===== config.mk =====
export PLATFORM = sky130hd
export DESIGN_NAME = key_press_event_fifo
export DESIGN_NICKNAME = d
export VERILOG_FILES = /design/src/rtl/core/kpef_pkg.sv /design/src/rtl/core/kpef_in_reg.sv /design/src/rtl/core/kpef_edge_queue.sv /design/src/rtl/core/kpef_out_reg.sv /design/src/rtl/core/key_press_event_fifo.sv
export SDC_FILE = /design/constraint.sdc
export NUM_CORES = 1
export LEC_CHECK = 0
export BUFFER_PORTS_ARGS = -buffer_cell sky130_fd_sc_hd__buf_2
export CAP_MARGIN = 20
export CELL_PAD_IN_SITES_DETAIL_PLACEMENT = 2
export CELL_PAD_IN_SITES_GLOBAL_PLACEMENT = 2
export CORE_ASPECT_RATIO = 0.9
export CORE_MARGIN = 2
export CORE_UTILIZATION = 37
export CTS_CLUSTER_SIZE = 16
export DETAILED_ROUTE_END_ITERATION = 12
export PLACE_DENSITY_LB_ADDON = 0.05
export SLEW_MARGIN = 15
export SYNTH_ARGS = -nofsm -noshare
export SYNTH_HDL_FRONTEND = slang
export SYNTH_SLANG_ARGS = --single-unit

===== constraint.sdc =====
create_clock -name clk -period 4.9 [get_ports clk]
set_input_delay 0.49 -clock clk [delete_from_list [all_inputs] [get_ports clk]]
set_output_delay 0.49 -clock clk [all_outputs]
set_load 0.02 [all_outputs]

===== src/rtl/core/kpef_pkg.sv =====
package kpef_pkg;

    // Field widths of one beat
    localparam int unsigned NUM_KEYS = 3;
    localparam int unsigned LEVEL_W  = 3;
    localparam int unsigned CODE_W   = 8;

    // Level of every key when nothing is pressed
    localparam logic [LEVEL_W-1:0] LEVELS_RELEASED = 3'b111;

    // Configuration register indexes (byte address 4*i)
    localparam int unsigned REG_ADDR_W = 4;
    localparam logic [1:0]  REG_FIRST_KEY_CODE  = 2'd0;
    localparam logic [1:0]  REG_SECOND_KEY_CODE = 2'd1;
    localparam logic [1:0]  REG_THIRD_KEY_CODE  = 2'd2;

    // Reset values of the key codes
    localparam logic [CODE_W-1:0] FIRST_KEY_CODE_RST  = 8'd1;
    localparam logic [CODE_W-1:0] SECOND_KEY_CODE_RST = 8'd2;
    localparam logic [CODE_W-1:0] THIRD_KEY_CODE_RST  = 8'd3;

    typedef logic [CODE_W-1:0] code_t;
    typedef code_t [NUM_KEYS-1:0] code_set_t;

    typedef enum logic [0:0]
    {
        OP_TICK = 1'b0,
        OP_READ = 1'b1
    } opcode_t;

    typedef struct packed
    {
        opcode_t            opcode;
        logic [LEVEL_W-1:0] key_levels;
    } item_t;

    typedef struct packed
    {
        code_t key_code;
        logic  queue_was_empty;
    } result_t;

endpackage


===== src/rtl/core/kpef_in_reg.sv =====
module kpef_in_reg
(
    input  logic            clk,
    input  logic            rst_n,
    input  logic            in_valid,
    output logic            in_ready,
    input  kpef_pkg::item_t in_item,
    output logic            item_valid,
    output kpef_pkg::item_t item,
    input  logic            item_take
);

    logic            valid_reg;
    logic            valid_next;
    kpef_pkg::item_t item_reg;

    // Accept a new beat when the register is empty or drains this cycle
    assign in_ready   = !valid_reg || item_take;
    assign valid_next = (in_valid && in_ready) || (valid_reg && !item_take);

    always_ff @(posedge clk or negedge rst_n)
    begin
        if (!rst_n)
        begin
            valid_reg <= 1'b0;
        end
        else
        begin
            valid_reg <= valid_next;
        end
    end

    // Hold the payload until a new beat arrives
    always_ff @(posedge clk)
    begin
        if (in_valid && in_ready)
        begin
            item_reg <= in_item;
        end
    end

    assign item_valid = valid_reg;
    assign item       = item_reg;

endmodule


===== src/rtl/core/kpef_edge_queue.sv =====
module kpef_edge_queue
#(
    parameter int unsigned QUEUE_DEPTH = 4
)
(
    input  logic                clk,
    input  logic                rst_n,
    input  kpef_pkg::code_set_t key_codes,
    input  logic                item_valid,
    input  kpef_pkg::item_t     item,
    output logic                item_take,
    input  logic                res_free,
    output logic                res_valid,
    output kpef_pkg::result_t   res
);

    localparam int unsigned PW = (QUEUE_DEPTH > 1) ? $clog2(QUEUE_DEPTH) : 1;
    localparam int unsigned CW = $clog2(QUEUE_DEPTH + 1);
    localparam int unsigned SW = PW + 2;
    localparam int unsigned OW = CW + 2;

    logic [kpef_pkg::LEVEL_W-1:0] prev_levels_reg;
    logic [kpef_pkg::LEVEL_W-1:0] prev_levels_next;
    logic [PW-1:0]                wr_slot_reg;
    logic [PW-1:0]                wr_slot_next;
    logic [PW-1:0]                rd_slot_reg;
    logic [PW-1:0]                rd_slot_next;
    logic [CW-1:0]                count_reg;
    logic [CW-1:0]                count_next;

    kpef_pkg::code_t              store [QUEUE_DEPTH];

    logic                         is_tick;
    logic                         tick_fire;
    logic                         pop;
    logic [kpef_pkg::LEVEL_W-1:0] edges;
    logic [CW-1:0]                space;
    logic [kpef_pkg::NUM_KEYS-1:0] wr_en;
    logic [PW-1:0]                wr_addr [kpef_pkg::NUM_KEYS];
    logic [1:0]                   pushed;

    // Advance a slot index by a small step with wrap at the queue depth
    function automatic logic [PW-1:0] slot_add(input logic [PW-1:0] base,
                                               input logic [1:0] step);
        logic [SW-1:0] sum;
        sum = SW'(base) + SW'(step);
        if (sum >= SW'(QUEUE_DEPTH))
        begin
            sum = sum - SW'(QUEUE_DEPTH);
        end
        return sum[PW-1:0];
    endfunction

    // Ticks always proceed; reads wait for room in the result register
    assign is_tick   = (item.opcode == kpef_pkg::OP_TICK);
    assign item_take = item_valid && (is_tick || res_free);
    assign tick_fire = item_take && is_tick;
    assign pop       = item_take && !is_tick && (count_reg != '0);

    // Find press edges and give each one a slot in key order
    assign edges = prev_levels_reg & ~item.key_levels;
    assign space = CW'(QUEUE_DEPTH) - count_reg;

    always_comb
    begin
        pushed = 2'd0;
        for (int k = 0; k < kpef_pkg::NUM_KEYS; k++)
        begin
            wr_en[k]   = tick_fire && edges[k] && (OW'(pushed) < OW'(space));
            wr_addr[k] = slot_add(wr_slot_reg, pushed);
            if (wr_en[k])
            begin
                pushed = pushed + 2'd1;
            end
        end
    end

    // Next state of the levels, slots and fill count
    always_comb
    begin
        prev_levels_next = prev_levels_reg;
        wr_slot_next     = wr_slot_reg;
        rd_slot_next     = rd_slot_reg;
        count_next       = count_reg;
        if (tick_fire)
        begin
            prev_levels_next = item.key_levels;
            wr_slot_next     = slot_add(wr_slot_reg, pushed);
            count_next       = count_reg + CW'(pushed);
        end
        else if (pop)
        begin
            rd_slot_next = slot_add(rd_slot_reg, 2'd1);
            count_next   = count_reg - CW'(1);
        end
    end

    always_ff @(posedge clk or negedge rst_n)
    begin
        if (!rst_n)
        begin
            prev_levels_reg <= kpef_pkg::LEVELS_RELEASED;
            wr_slot_reg     <= '0;
            rd_slot_reg     <= '0;
            count_reg       <= '0;
        end
        else
        begin
            prev_levels_reg <= prev_levels_next;
            wr_slot_reg     <= wr_slot_next;
            rd_slot_reg     <= rd_slot_next;
            count_reg       <= count_next;
        end
    end

    // Write the accepted codes; slots within one tick never collide
    always_ff @(posedge clk)
    begin
        for (int k = 0; k < kpef_pkg::NUM_KEYS; k++)
        begin
            if (wr_en[k])
            begin
                store[wr_addr[k]] <= key_codes[k];
            end
        end
    end

    // Read result: oldest code, or zero with the empty flag
    assign res_valid           = item_take && !is_tick;
    assign res.queue_was_empty = (count_reg == '0);
    assign res.key_code        = (count_reg == '0) ? '0 : store[rd_slot_reg];

endmodule


===== src/rtl/core/kpef_out_reg.sv =====
module kpef_out_reg
(
    input  logic              clk,
    input  logic              rst_n,
    input  logic              res_valid,
    input  kpef_pkg::result_t res,
    output logic              res_free,
    output logic              out_valid,
    input  logic              out_ready,
    output kpef_pkg::result_t out_res
);

    logic              valid_reg;
    logic              valid_next;
    kpef_pkg::result_t res_reg;

    // Free when empty or when the held beat leaves this cycle
    assign res_free   = !valid_reg || out_ready;
    assign valid_next = res_valid || (valid_reg && !out_ready);

    always_ff @(posedge clk or negedge rst_n)
    begin
        if (!rst_n)
        begin
            valid_reg <= 1'b0;
        end
        else
        begin
            valid_reg <= valid_next;
        end
    end

    // Load a new result; hold it while stalled
    always_ff @(posedge clk)
    begin
        if (res_valid)
        begin
            res_reg <= res;
        end
    end

    assign out_valid = valid_reg;
    assign out_res   = res_reg;

endmodule


===== src/rtl/core/key_press_event_fifo.sv =====
// Press-edge detector for three active-low keys feeding a ring FIFO of key codes.
// A slave beat with tuser 0 is a sample tick (tdata[2:0] = key levels, 0 = pressed);
// every key that goes from released to pressed pushes its configured code, key 0
// first, and pushes into a full queue are dropped. A beat with tuser 1 is a read:
// it yields one master beat with the oldest code, or code 0 and tuser 1 when the
// queue is empty. One beat is accepted every cycle as long as results are taken;
// a beat is held in the input register, and a read result is then registered in
// the output register. Only a stalled master side slows the input, and then only
// for reads. Key codes are written over the APB port at byte addresses 0, 4 and 8
// and should be changed only while the block is idle.
module key_press_event_fifo
#(
    parameter int unsigned QUEUE_DEPTH = 4
)
(
    input  logic        clk,
    input  logic        rst_n,

    input  logic        psel,
    input  logic        penable,
    input  logic        pwrite,
    input  logic [3:0]  paddr,
    input  logic [31:0] pwdata,
    output logic [31:0] prdata,
    output logic        pready,

    input  logic        s_axis_tvalid,
    output logic        s_axis_tready,
    input  logic [7:0]  s_axis_tdata,   // [2:0] key_levels, [7:3] zero
    input  logic        s_axis_tuser,   // [0] opcode

    output logic        m_axis_tvalid,
    input  logic        m_axis_tready,
    output logic [7:0]  m_axis_tdata,   // [7:0] key_code
    output logic        m_axis_tuser    // [0] queue_was_empty
);

    kpef_pkg::code_t     first_code_reg;
    kpef_pkg::code_t     second_code_reg;
    kpef_pkg::code_t     third_code_reg;
    kpef_pkg::code_set_t key_codes;

    logic                cfg_write;
    logic [1:0]          reg_index;

    kpef_pkg::item_t     in_item;
    kpef_pkg::item_t     item;
    logic                item_valid;
    logic                item_take;
    logic                res_valid;
    logic                res_free;
    kpef_pkg::result_t   res;
    kpef_pkg::result_t   out_res;

    // Register file
    assign pready    = 1'b1;
    assign cfg_write = psel && penable && pwrite && pready;
    assign reg_index = paddr[kpef_pkg::REG_ADDR_W-1:2];

    always_ff @(posedge clk or negedge rst_n)
    begin
        if (!rst_n)
        begin
            first_code_reg  <= kpef_pkg::FIRST_KEY_CODE_RST;
            second_code_reg <= kpef_pkg::SECOND_KEY_CODE_RST;
            third_code_reg  <= kpef_pkg::THIRD_KEY_CODE_RST;
        end
        else if (cfg_write)
        begin
            case (reg_index)
                kpef_pkg::REG_FIRST_KEY_CODE:  first_code_reg  <= pwdata[7:0];
                kpef_pkg::REG_SECOND_KEY_CODE: second_code_reg <= pwdata[7:0];
                kpef_pkg::REG_THIRD_KEY_CODE:  third_code_reg  <= pwdata[7:0];
                default: ;
            endcase
        end
    end

    always_comb
    begin
        case (reg_index)
            kpef_pkg::REG_FIRST_KEY_CODE:  prdata = {24'd0, first_code_reg};
            kpef_pkg::REG_SECOND_KEY_CODE: prdata = {24'd0, second_code_reg};
            kpef_pkg::REG_THIRD_KEY_CODE:  prdata = {24'd0, third_code_reg};
            default:                       prdata = 32'd0;
        endcase
    end

    assign key_codes[0] = first_code_reg;
    assign key_codes[1] = second_code_reg;
    assign key_codes[2] = third_code_reg;

    // Unpack the slave beat
    assign in_item.opcode     = kpef_pkg::opcode_t'(s_axis_tuser);
    assign in_item.key_levels = s_axis_tdata[kpef_pkg::LEVEL_W-1:0];

    kpef_in_reg u_in_reg
    (
        .clk        (clk),
        .rst_n      (rst_n),
        .in_valid   (s_axis_tvalid),
        .in_ready   (s_axis_tready),
        .in_item    (in_item),
        .item_valid (item_valid),
        .item       (item),
        .item_take  (item_take)
    );

    kpef_edge_queue #(.QUEUE_DEPTH(QUEUE_DEPTH)) u_edge_queue
    (
        .clk        (clk),
        .rst_n      (rst_n),
        .key_codes  (key_codes),
        .item_valid (item_valid),
        .item       (item),
        .item_take  (item_take),
        .res_free   (res_free),
        .res_valid  (res_valid),
        .res        (res)
    );

    kpef_out_reg u_out_reg
    (
        .clk       (clk),
        .rst_n     (rst_n),
        .res_valid (res_valid),
        .res       (res),
        .res_free  (res_free),
        .out_valid (m_axis_tvalid),
        .out_ready (m_axis_tready),
        .out_res   (out_res)
    );

    assign m_axis_tdata = out_res.key_code;
    assign m_axis_tuser = out_res.queue_was_empty;

endmodule


==> results.json, run 1 <==
{
  "synthArstFlopShare_pct": 44.4,
  "ys_ff_latch": 81,
  "core_um2": 12100,
  "cts_tree": "yes",
  "seqCellArea_um2": 2260,
  "path_delay_family": "adder cells",
  "cts_resized": 0,
  "numClockSinks": 81,
  "slew_headroom_pct": 34.4,
  "grt_usage_pct": 17.6,
  "setup_violations": 0,
  "worst_path_most_repeated_cell": "ha_1",
  "hpwl_mm": 7.99,
  "synthFlopType": "edfxtp_1",
  "ant_nets": 0,
  "post-place-ws_ns": 0.534,
  "antenna_found_initial": 0,
  "wire_per_inst_um": 19.2,
  "cts_buffers": 9,
  "drc": 0,
  "cp.required_ns": 5.18,
  "rows": 38,
  "syn_area_um2": 4610,
  "antennaDiodeCount": 0,
  "synthCells": 351,
  "cp_slowest_stage_delay_ns": 0.45,
  "cp_cell_sequence": "inv_1 > ha_1 > ha_1 > nand2b_1 > a21oi_2 > nor2_1 > ha_1 > nand2b_1 > a311oi_1 > and2_1 > xor2_1 > or2_2 > ha_1 > fa_1 > o21ai_0 > xnor2_1",
  "areaGrowthSynthToFinish_pct": 12.7,
  "drv_slew": 0,
  "largest_reg_flops": 32,
  "path_buf_inv": 1,
  "cpMaxStageDelayCell": "dfrtp_1",
  "fp.dieArea_um2": 13400,
  "fmax_mhz": 228,
  "grt_pass1_vias": 2967,
  "hold_viol_final": 0,
  "path_clk_slew_ns": 0.07,
  "htree_levels": 3,
  "via_per_inst": 5.08,
  "status": "completed",
  "finalClockSkew_ns": 0.00854,
  "worstSetupStartpointType": "flip-flop",
  "gp_congestion": 0.794,
  "drive_gt1_share_pct": 37.1,
  "cp.arrival_ns": 4.67,
  "io_pins": 96,
  "cts_hold_buf": 0,
  "rsz0062_at_grt": "false",
  "post_cts_buffers": 0,
  "peakVddDrop_mv": 0.307,
  "layout.nets": 454,
  "cts_root_buf": "clkbuf_16",
  "crit_fanout": 7,
  "yosysWarnings": 0,
  "avgSynthCellArea_um2": 13.1,
  "die_y_um": 110,
  "die_w_um": 122,
  "power_density_nw_per_um2": 466,
  "start_util_pct": 38.0,
  "period_share_pct": 89.5,
  "postRouteWirelength_mm": 10.7,
  "fin_setup_tns_ns": 0,
  "worst_pin_slew_ns": 0.980,
  "ys_seq_area_share_pct": 49.0,
  "endpoint_kind": "flip-flop",
  "power_leakage_nw": 2.10,
  "final.setup.worst_slack_ns": 0.516,
  "multi_input_area_um2": 2160,
  "grt-ovfl-total": 0,
  "synth_cell_types": 49,
  "drv_cap": 0,
  "critical_path_class": "flip-flop to flip-flop",
  "drt_iter0_markers": 72,
  "via_count": 2841,
  "grt_start_max_net_pins": 37,
  "min_period_ns": 4.38,
  "cts_buffer_depth": 2,
  "drt_pass1_iterations": 4,
  "port_buffers": 39,
  "min_path_type": "input pin to asynchronous set/reset pin",
  "fillCellCount": 1258,
  "grt_pass1_wl_mm": 17.1,
  "synth_edf_count": 45,
  "clkLatencyLatePin_ns": 0.35
}
[per-stage QoR]
step                      instance area [um2]  power (W)  hold slack [ns]  instances  utilization, %
after CTS                                5190    0.00246            0.295        559            42.8
after global routing                     5190    0.00257            0.298        559            42.8
after global placement                   4890    0.00172            0.452        543            40.4
final                                    5190    0.00242            0.255        559            42.8
after detailed placement                 4890    0.00175            0.460        543            40.4
after floorplan                          4700    0.00155            0.194        374               -
[cells in the final DEF (no fill, tap or decap), drive strengths merged, types with 6 or more instances in the layout]
cell type  count
dfrtp         29
mux2i          9
nand2b         6
conb          25
ha             7
xnor2          6
nand2         32
inv            8
buf           47
dfstp          7
nor2b         11
clkbuf         9
mux2          88
edfxtp        45
mux4           8
o21ai         11
[final timing paths]
kind	cells after the start	startpoint	endpoint	slack [ns]
min in group clk	1	s_axis_tdata[0]	u_in_reg.item[0]$_DFFE_PP_	0.31
setup / recovery	16	u_edge_queue.count_reg[0]$_DFFE_PN0P_	u_edge_queue.count_reg[2]$_DFFE_PN0P_	0.52
setup reg to reg	16	u_edge_queue.count_reg[0]$_DFFE_PN0P_	u_edge_queue.count_reg[2]$_DFFE_PN0P_	0.52
max in group asynchronous	1	rst_n	u_edge_queue.wr_slot_reg[1]$_DFFE_PN0P_	4.09
hold reg to reg	2	u_edge_queue.prev_levels_reg[1]$_DFFE_PN1P_	u_edge_queue.prev_levels_reg[1]$_DFFE_PN1P_	0.47
hold / removal	1	rst_n	second_code_reg[0]$_DFFE_PN0P_	0.25
[synthesized netlist by cell type, drive strengths merged, types with 2 or more instances]
library cell / n / area (um2)
mux2: 88 / 991
edfxtp: 45 / 1350
buf: 35 / 246
nand2: 32 / 120
dfrtp: 29 / 726
nor2b: 11 / 68.8
o21ai: 11 / 55.1
mux2i: 9 / 90.1
mux4: 8 / 180
dfstp: 7 / 184
ha: 7 / 87.6
nand2b: 6 / 37.5
xnor2: 6 / 52.6
inv: 5 / 18.8
xor2: 4 / 35.0
clkbuf: 3 / 11.3
nand3: 3 / 15.0
nand3b: 3 / 22.5
nand4bb: 3 / 33.8
nor2: 3 / 11.3
nor3: 3 / 25.0
a311o: 2 / 20.0
and2: 2 / 12.5
and3: 2 / 12.5
conb: 2 / 7.51
nor3b: 2 / 15.0
o211ai: 2 / 15.0
or4: 2 / 22.5
[routing by layer]
layer / GRT usage [%] / up-vias / part of all wire (%)
met5: 0 / - / 0
met2: 26.3 / 69 / 43
met4: 4.68 / 0 / 1.0
li1: - / 1325 / -
met1: 25.1 / 1438 / 52
met3: 5.19 / 9 / 4.5
[power breakdown]
part | internal [W] | total [W] | switching [W]
Sequential | 0.000886 | 0.00105 | 0.000166
Combinational | 0.000346 | 0.000689 | 0.000343
Clock | 0.000399 | 0.000681 | 0.000282
Total | 0.00163 | 0.00242 | 0.000792
[final cells by class]
type | instances | area share [%]
Sequential cell | 81 | 43.5
Multi-Input combinational cell | 250 | 41.5
Timing Repair Buffer | 47 | 4.91
Clock buffer | 9 | 4.34
Tap cell | 160 | 3.85
Clock inverter | 7 | 1.47
Inverter | 5 | 0.361
[cell families after synthesis]
logic type | count (synthesis) | synth area share (%)
mux | 105 | 27.4
flops | 81 | 49.1
simple gates | 81 | 10.2
buf+inv | 43 | 6.00
compound gates | 21 | 3.01
xor+xnor | 10 | 1.90
fa+ha+maj | 8 | 2.33
other cells | 2 | 0.163
No activity file was read; power rests on OpenSTA's default activity.
==> run 2, diff against run 1 <==
--- a/config.mk
+++ b/config.mk
@@ -7,11 +7,9 @@
 export LEC_CHECK = 0
 export BUFFER_PORTS_ARGS = -buffer_cell sky130_fd_sc_hd__buf_2
 export CAP_MARGIN = 20
-export CELL_PAD_IN_SITES_DETAIL_PLACEMENT = 2
-export CELL_PAD_IN_SITES_GLOBAL_PLACEMENT = 2
 export CORE_ASPECT_RATIO = 0.9
 export CORE_MARGIN = 2
-export CORE_UTILIZATION = 37
+export CORE_UTILIZATION = 55
 export CTS_CLUSTER_SIZE = 16
 export DETAILED_ROUTE_END_ITERATION = 12
 export PLACE_DENSITY_LB_ADDON = 0.05
==> constraint.sdc (replaced) <==
create_clock -name clk -period 4.9 [get_ports clk]
set_input_delay 0.245 -clock clk [delete_from_list [all_inputs] [get_ports clk]]
set_output_delay 0.245 -clock clk [all_outputs]
set_load 0.02 [all_outputs]
==> run 2 against run 1 <==
- the flow now finishes with violations (hold timing)
- cell area down 4.1%
- combinational power decreased by 3.3%
- sequential cell count stayed put
- clock power decreased by 29%
- global-route usage is 3.4 points higher
- setup slack lost 0.019 ns
- count of clock-buffer cells in the layout grew 1
- final cell count is 12% lower
- utilization grew 19 points
- die area down 32%
- maximum frequency down 0.43%
- sequential power is essentially flat
- largest cell class unchanged
- largest power group unchanged
- highest routed layer unchanged
==> results.json, run 2 (same netlist as run 1, synthesis figures left out) <==
{
  "wl_met1_mm": 4.41,
  "critical_path_class": "flip-flop to flip-flop",
  "slew_headroom_pct": 42.4,
  "worst_pin_slew_ns": 0.861,
  "areaGrowthSynthToFinish_pct": 8.06,
  "cp.arrival_ns": 4.68,
  "wl_met2_mm": 3.67,
  "setup_violations": 0,
  "antenna_found_initial": 0,
  "path_clk_slew_ns": 0.08,
  "hpwl_mm": 6.37,
  "r2r_end": "u_edge_queue.count_reg[2]$_DFFE_PN0P_",
  "mostFrequentLayoutCells": "mux2_2 (64), edfxtp_1 (45), buf_2 (39)",
  "power_density_nw_per_um2": 441,
  "grt_pass1_wl_mm": 14.5,
  "power_w": 0.00219,
  "endpoint_kind": "flip-flop",
  "cts_buffer_depth": 2,
  "hold_viol_final": 22,
  "rr_startpoint": "u_edge_queue.count_reg[0]$_DFFE_PN0P_",
  "fp.dieArea_um2": 9130,
  "gp_congestion": 0.849,
  "cts_buffers": 9,
  "drt_pass1_iterations": 4,
  "min_period_ns": 4.40,
  "drt_iter0_markers": 176,
  "numClockSinks": 81,
  "cts_hold_buf": 0,
  "whs_ns": -0.0147,
  "post-place-ws_ns": 0.597,
  "multi_input_area_um2": 2160,
  "fillCellCount": 670,
  "period_share_pct": 89.9,
  "cts_resized": 0,
  "core_um2": 8110,
  "status": "finished with violations",
  "crit_fanout": 7,
  "start_util_pct": 56.9,
  "largest_reg_flops": 32,
  "postRouteWirelength_mm": 8.76,
  "fmax_mhz": 227,
  "min_path_type": "input pin to asynchronous set/reset pin",
  "final.setup.worst_slack_ns": 0.497,
  "wire_per_inst_um": 17.7,
  "fin_setup_tns_ns": 0,
  "via_count": 2769,
  "antennaDiodeCount": 0,
  "cp.required_ns": 5.18,
  "die_w_um": 101,
  "r2r_slack_ns": 0.50,
  "cts_root_buf": "clkbuf_8",
  "clkLatencyLatePin_ns": 0.35,
  "ant_nets": 0,
  "htree_levels": 3,
  "die_y_um": 90.9,
  "port_buffers": 39,
  "grt_usage_pct": 21.0,
  "peakVddDrop_mv": 0.224,
  "seqCellArea_um2": 2260,
  "via_per_inst": 5.61,
  "io_pins": 96,
  "drv_cap": 0,
  "worstSetupStartpointType": "flip-flop",
  "rsz0062_at_grt": "false",
  "finalClockSkew_ns": 0.00828,
  "dr.max_layer_used": "met4",
  "grt_pass1_vias": 2701,
  "drv_slew": 0,
  "grt-ovfl-total": 0,
  "power_leakage_nw": 2.02,
  "final_util_pct": 61.4,
  "layout.nets": 450,
  "r2r_cells": 16,
  "grt_start_max_net_pins": 37,
  "layout_commonest_cell": "mux2_2",
  "drive_gt1_share_pct": 36.2,
  "rows": 31,
  "met3_length_um": 593,
  "drc": 0,
  "post_cts_buffers": 0,
  "violations": "hold timing",
  "cts_tree": "yes"
}
==> run 2: metrics by stage <==
stage          instance area (um2)  cells
2_1_floorplan                 4700    374
3_3_place_gp                  4790    478
3_5_place_dp                  4790    478
4_1_cts                       4980    494
5_1_grt                       4980    494
6_report                      4980    494
==> run 2: how the worst max path moves through the flow <==
stage                                                from                                    end  slack, ns  cells after the start
floorplan           u_edge_queue.count_reg[0]$_DFFE_PN0P_  u_edge_queue.count_reg[2]$_DFFE_PN0P_       1.10                     17
global placement    u_edge_queue.count_reg[0]$_DFFE_PN0P_  u_edge_queue.count_reg[2]$_DFFE_PN0P_       0.69                     16
detailed placement  u_edge_queue.count_reg[0]$_DFFE_PN0P_  u_edge_queue.count_reg[2]$_DFFE_PN0P_       0.60                     16
CTS                 u_edge_queue.count_reg[0]$_DFFE_PN0P_  u_edge_queue.count_reg[2]$_DFFE_PN0P_       0.58                     16
global route        u_edge_queue.count_reg[0]$_DFFE_PN0P_  u_edge_queue.count_reg[2]$_DFFE_PN0P_       0.20                     16
finish              u_edge_queue.count_reg[0]$_DFFE_PN0P_  u_edge_queue.count_reg[2]$_DFFE_PN0P_       0.50                     16
==> run 2: cell type report <==
type | count | share of cell area [%]
clock buffers | 10 | 2.56
clock inverters | 6 | 1.33
inverters | 5 | 0.377
multi-input cells | 250 | 43.3
flip-flops and latches | 81 | 45.4
well taps | 99 | 2.49
repair buffers | 43 | 4.52
==> run 2: metal layers <==
metal / GRT usage [%] / vias to the layer above
met3: 4.33 / 10
li1: - / 1327
met4: 5.82 / 0
met5: 0 / -
met2: 29.4 / 106
met1: 33.0 / 1326
==> run 2: worst max-delay path, stage by stage, from the launching register on <==
cell      delay (ns)
dfrtp_1         0.48
inv_1           0.13
ha_1            0.21
ha_1            0.39
nand2b_1        0.13
a21oi_2         0.25
nor2_1          0.08
ha_1            0.34
nand2b_1        0.20
a311oi_1        0.41
and2_1          0.35
xor2_1          0.13
or2_2           0.30
ha_1            0.20
fa_1            0.38
o21ai_0         0.21
xnor2_1         0.14
==> run 2: where the power goes <==
| group | switching (W) | leakage (nW) | total [W] | internal [W] |
|---|---|---|---|---|
| Clock | 0.000249 | 0.0909 | 0.000486 | 0.000238 |
| Combinational | 0.000322 | 1.09 | 0.000666 | 0.000345 |
| Sequential | 0.000157 | 0.842 | 0.00104 | 0.000885 |
==> run 3, diff against run 2 <==
--- a/config.mk
+++ b/config.mk
@@ -12,6 +12,7 @@
 export CORE_UTILIZATION = 55
 export CTS_CLUSTER_SIZE = 16
 export DETAILED_ROUTE_END_ITERATION = 12
+export GPL_TIMING_DRIVEN = 0
 export PLACE_DENSITY_LB_ADDON = 0.05
 export SLEW_MARGIN = 15
 export SYNTH_ARGS = -nofsm -noshare
==> run 3 against run 2 <==
- the flow still finishes with violations (hold timing)
- utilization grew 2.9 points
- routed wire length rose by 0.87%
- first-iteration DRC count rose by 9.1%
- critical endpoint unchanged
- register-to-register slack improved by 0.06 ns
- global-route usage hardly changed
- critical path depth is 1 higher
- sequential share of layout area down 2.0 points
- maximum frequency rose by 1.5%
==> results.json, run 3 (same netlist as run 1, synthesis figures left out) <==
{
  "htree_levels": 3,
  "drt_pass1_iterations": 4,
  "cts_root_buf": "clkbuf_8",
  "gp_congestion": 0.827,
  "areaGrowthSynthToFinish_pct": 13.1,
  "grt-ovfl-total": 0,
  "power.switching_w": 0.000722,
  "power_w": 0.00221,
  "critical_path_class": "flip-flop to flip-flop",
  "mostFrequentLayoutCells": "mux2_2 (64), edfxtp_1 (45), buf_2 (44)",
  "whs_ns": -0.00451,
  "path_buf_inv": 2,
  "postRouteWirelength_mm": 8.84,
  "power_density_nw_per_um2": 424,
  "hold_viol_final": 2,
  "peakVddDrop_mv": 0.299,
  "cp_cell_sequence": "inv_1 > ha_1 > ha_1 > nand2b_1 > a21oi_2 > nor2_1 > ha_1 > nand2b_1 > a311oi_1 > and2_1 > buf_2 > xor2_1 > or2_2 > ha_1 > fa_1 > o21ai_0 > xnor2_1",
  "cts_buffers": 9,
  "min_period_ns": 4.34,
  "rr_startpoint": "u_edge_queue.count_reg[0]$_DFFE_PN0P_",
  "period_share_pct": 88.5,
  "cts_buffer_depth": 2,
  "layout.nets": 484,
  "fillCellCount": 637,
  "fin_setup_tns_ns": 0,
  "start_util_pct": 56.9,
  "slew_headroom_pct": 40.7,
  "cp_slowest_stage_delay_ns": 0.47,
  "numClockSinks": 81,
  "die_w_um": 101,
  "netSwitchingFraction_pct": 32.7,
  "r2r_slack_ns": 0.56,
  "rsz0062_at_grt": "false",
  "antenna_found_initial": 0,
  "min_path_type": "input pin to asynchronous set/reset pin",
  "multi_input_area_um2": 2170,
  "drc": 0,
  "combPwrFrac_pct": 33.5,
  "internal_power_w": 0.00149,
  "fp.dieArea_um2": 9130,
  "p_clk_share_pct": 21.3,
  "port_buffers": 39,
  "worst_pin_slew_ns": 0.885,
  "cts_hold_buf": 0,
  "drv_slew": 0,
  "cp.required_ns": 5.17,
  "cpMaxStageDelayCell": "dfrtp_1",
  "post_cts_buffers": 0,
  "core_um2": 8110,
  "path_clk_slew_ns": 0.08,
  "worst_path_most_repeated_cell": "ha_1",
  "die_y_um": 90.9,
  "crit_fanout": 7,
  "cts_resized": 0,
  "violations": "hold timing",
  "place_area_um2": 5020,
  "rows": 31,
  "seqCellArea_um2": 2260,
  "drt_iter0_markers": 192,
  "cp.arrival_ns": 4.61,
  "status": "finished with violations",
  "io_pins": 96,
  "largest_reg_flops": 32,
  "ant_nets": 0,
  "p_seq_share_pct": 45.2,
  "r2r_end": "u_edge_queue.count_reg[2]$_DFFE_PN0P_",
  "worstSetupStartpointType": "flip-flop",
  "via_per_inst": 5.40,
  "finalClockSkew_ns": 0.0163,
  "drv_cap": 0,
  "clkLatencyLatePin_ns": 0.34,
  "antennaDiodeCount": 0,
  "grt_pass1_wl_mm": 14.6,
  "fmax_mhz": 231,
  "grt_start_max_net_pins": 37,
  "drive_gt1_share_pct": 40.3,
  "grt_usage_pct": 21.0,
  "r2r_cells": 17,
  "power_leakage_nw": 2.19,
  "path_delay_family": "adder cells",
  "grt_pass1_vias": 2734,
  "setup_violations": 0,
  "hpwl_mm": 6.48,
  "layout_commonest_cell": "mux2_2",
  "final_cell_area_um2": 5210,
  "endpoint_kind": "flip-flop",
  "cts_tree": "yes",
  "via_count": 2853,
  "wire_per_inst_um": 16.7
}
-- run 3: cell count changes in the layout (fill, tap and decap cells not counted), moves of 2 or more --
cell        before  now
buf_4            4   25
buf_2           39   44
clkbuf_1         1    5
buf_1            0    3
buf_6            0    2
clkinv_2         0    2
clkinv_4         0    2
clkinvlp_4       2    0
inv_6            2    0
-- run 3: worst max path at each step --
| stage | startpoint | to | slack [ns] | cells past startpoint |
|---|---|---|---|---|
| finish | u_edge_queue.count_reg[0]$_DFFE_PN0P_ | u_edge_queue.count_reg[2]$_DFFE_PN0P_ | 0.56 | 17 |
| global route | u_edge_queue.count_reg[0]$_DFFE_PN0P_ | u_edge_queue.count_reg[2]$_DFFE_PN0P_ | 0.25 | 17 |
| CTS | u_edge_queue.count_reg[0]$_DFFE_PN0P_ | u_edge_queue.count_reg[2]$_DFFE_PN0P_ | 0.61 | 17 |
| detailed placement | u_edge_queue.count_reg[0]$_DFFE_PN0P_ | u_edge_queue.count_reg[2]$_DFFE_PN0P_ | 0.64 | 17 |
| global placement | u_edge_queue.count_reg[0]$_DFFE_PN0P_ | u_edge_queue.count_reg[2]$_DFFE_PN0P_ | 0.74 | 17 |
| floorplan | u_edge_queue.count_reg[0]$_DFFE_PN0P_ | u_edge_queue.count_reg[2]$_DFFE_PN0P_ | 1.10 | 17 |
-- run 3: cell type report --
type / count / area share, %
clock buffers: 11 / 2.52
clock inverters: 5 / 1.10
multi-input cells: 250 / 41.6
flip-flops and latches: 81 / 43.4
inverters: 5 / 0.360
plain buffers: 38 / 4.94
repair buffers: 39 / 3.74
well taps: 99 / 2.38
-- run 3: per-stage QoR --
stage,setup WS (ns),cells,util [%]
CTS,0.615,528,64.3
finish,0.562,528,64.3
global route,0.251,528,64.3
detailed placement,0.639,512,62.0
global placement,0.737,512,61.9
floorplan,1.10,374,-
-- run 3: routing by layer --
layer  GRT usage, %  up-vias  part of all wire, %
li1               -     1387                    -
met1           33.0     1359                   50
met2           29.9      103                   42
met3           4.41        4                  6.7
met4           4.79        0                 0.59
met5              0        -                    0
-- run 3: power by group through the flow --
| stage | clock network, W | registers, W | logic, W |
|---|---|---|---|
| floorplan | 0 | 0.000988 | 0.000566 |
| global placement | 0 | 0.00100 | 0.000715 |
| detailed placement | 0 | 0.00101 | 0.000735 |
| CTS | 0.000479 | 0.000995 | 0.000741 |
| global route | 0.000502 | 0.00102 | 0.000818 |
| finish | 0.000471 | 0.000997 | 0.000740 |
-- run 3: worst register-to-register path: cells and delay by family, from the launching register on --
family	cells	cell delay (ns)
AO/OA/AOI/OAI	3	0.89
XOR/XNOR	2	0.25
adder cells (fa/ha/maj)	5	1.48
buffers and inverters	2	0.30
flip-flops	1	0.47
AND/OR/NAND/NOR	5	0.88
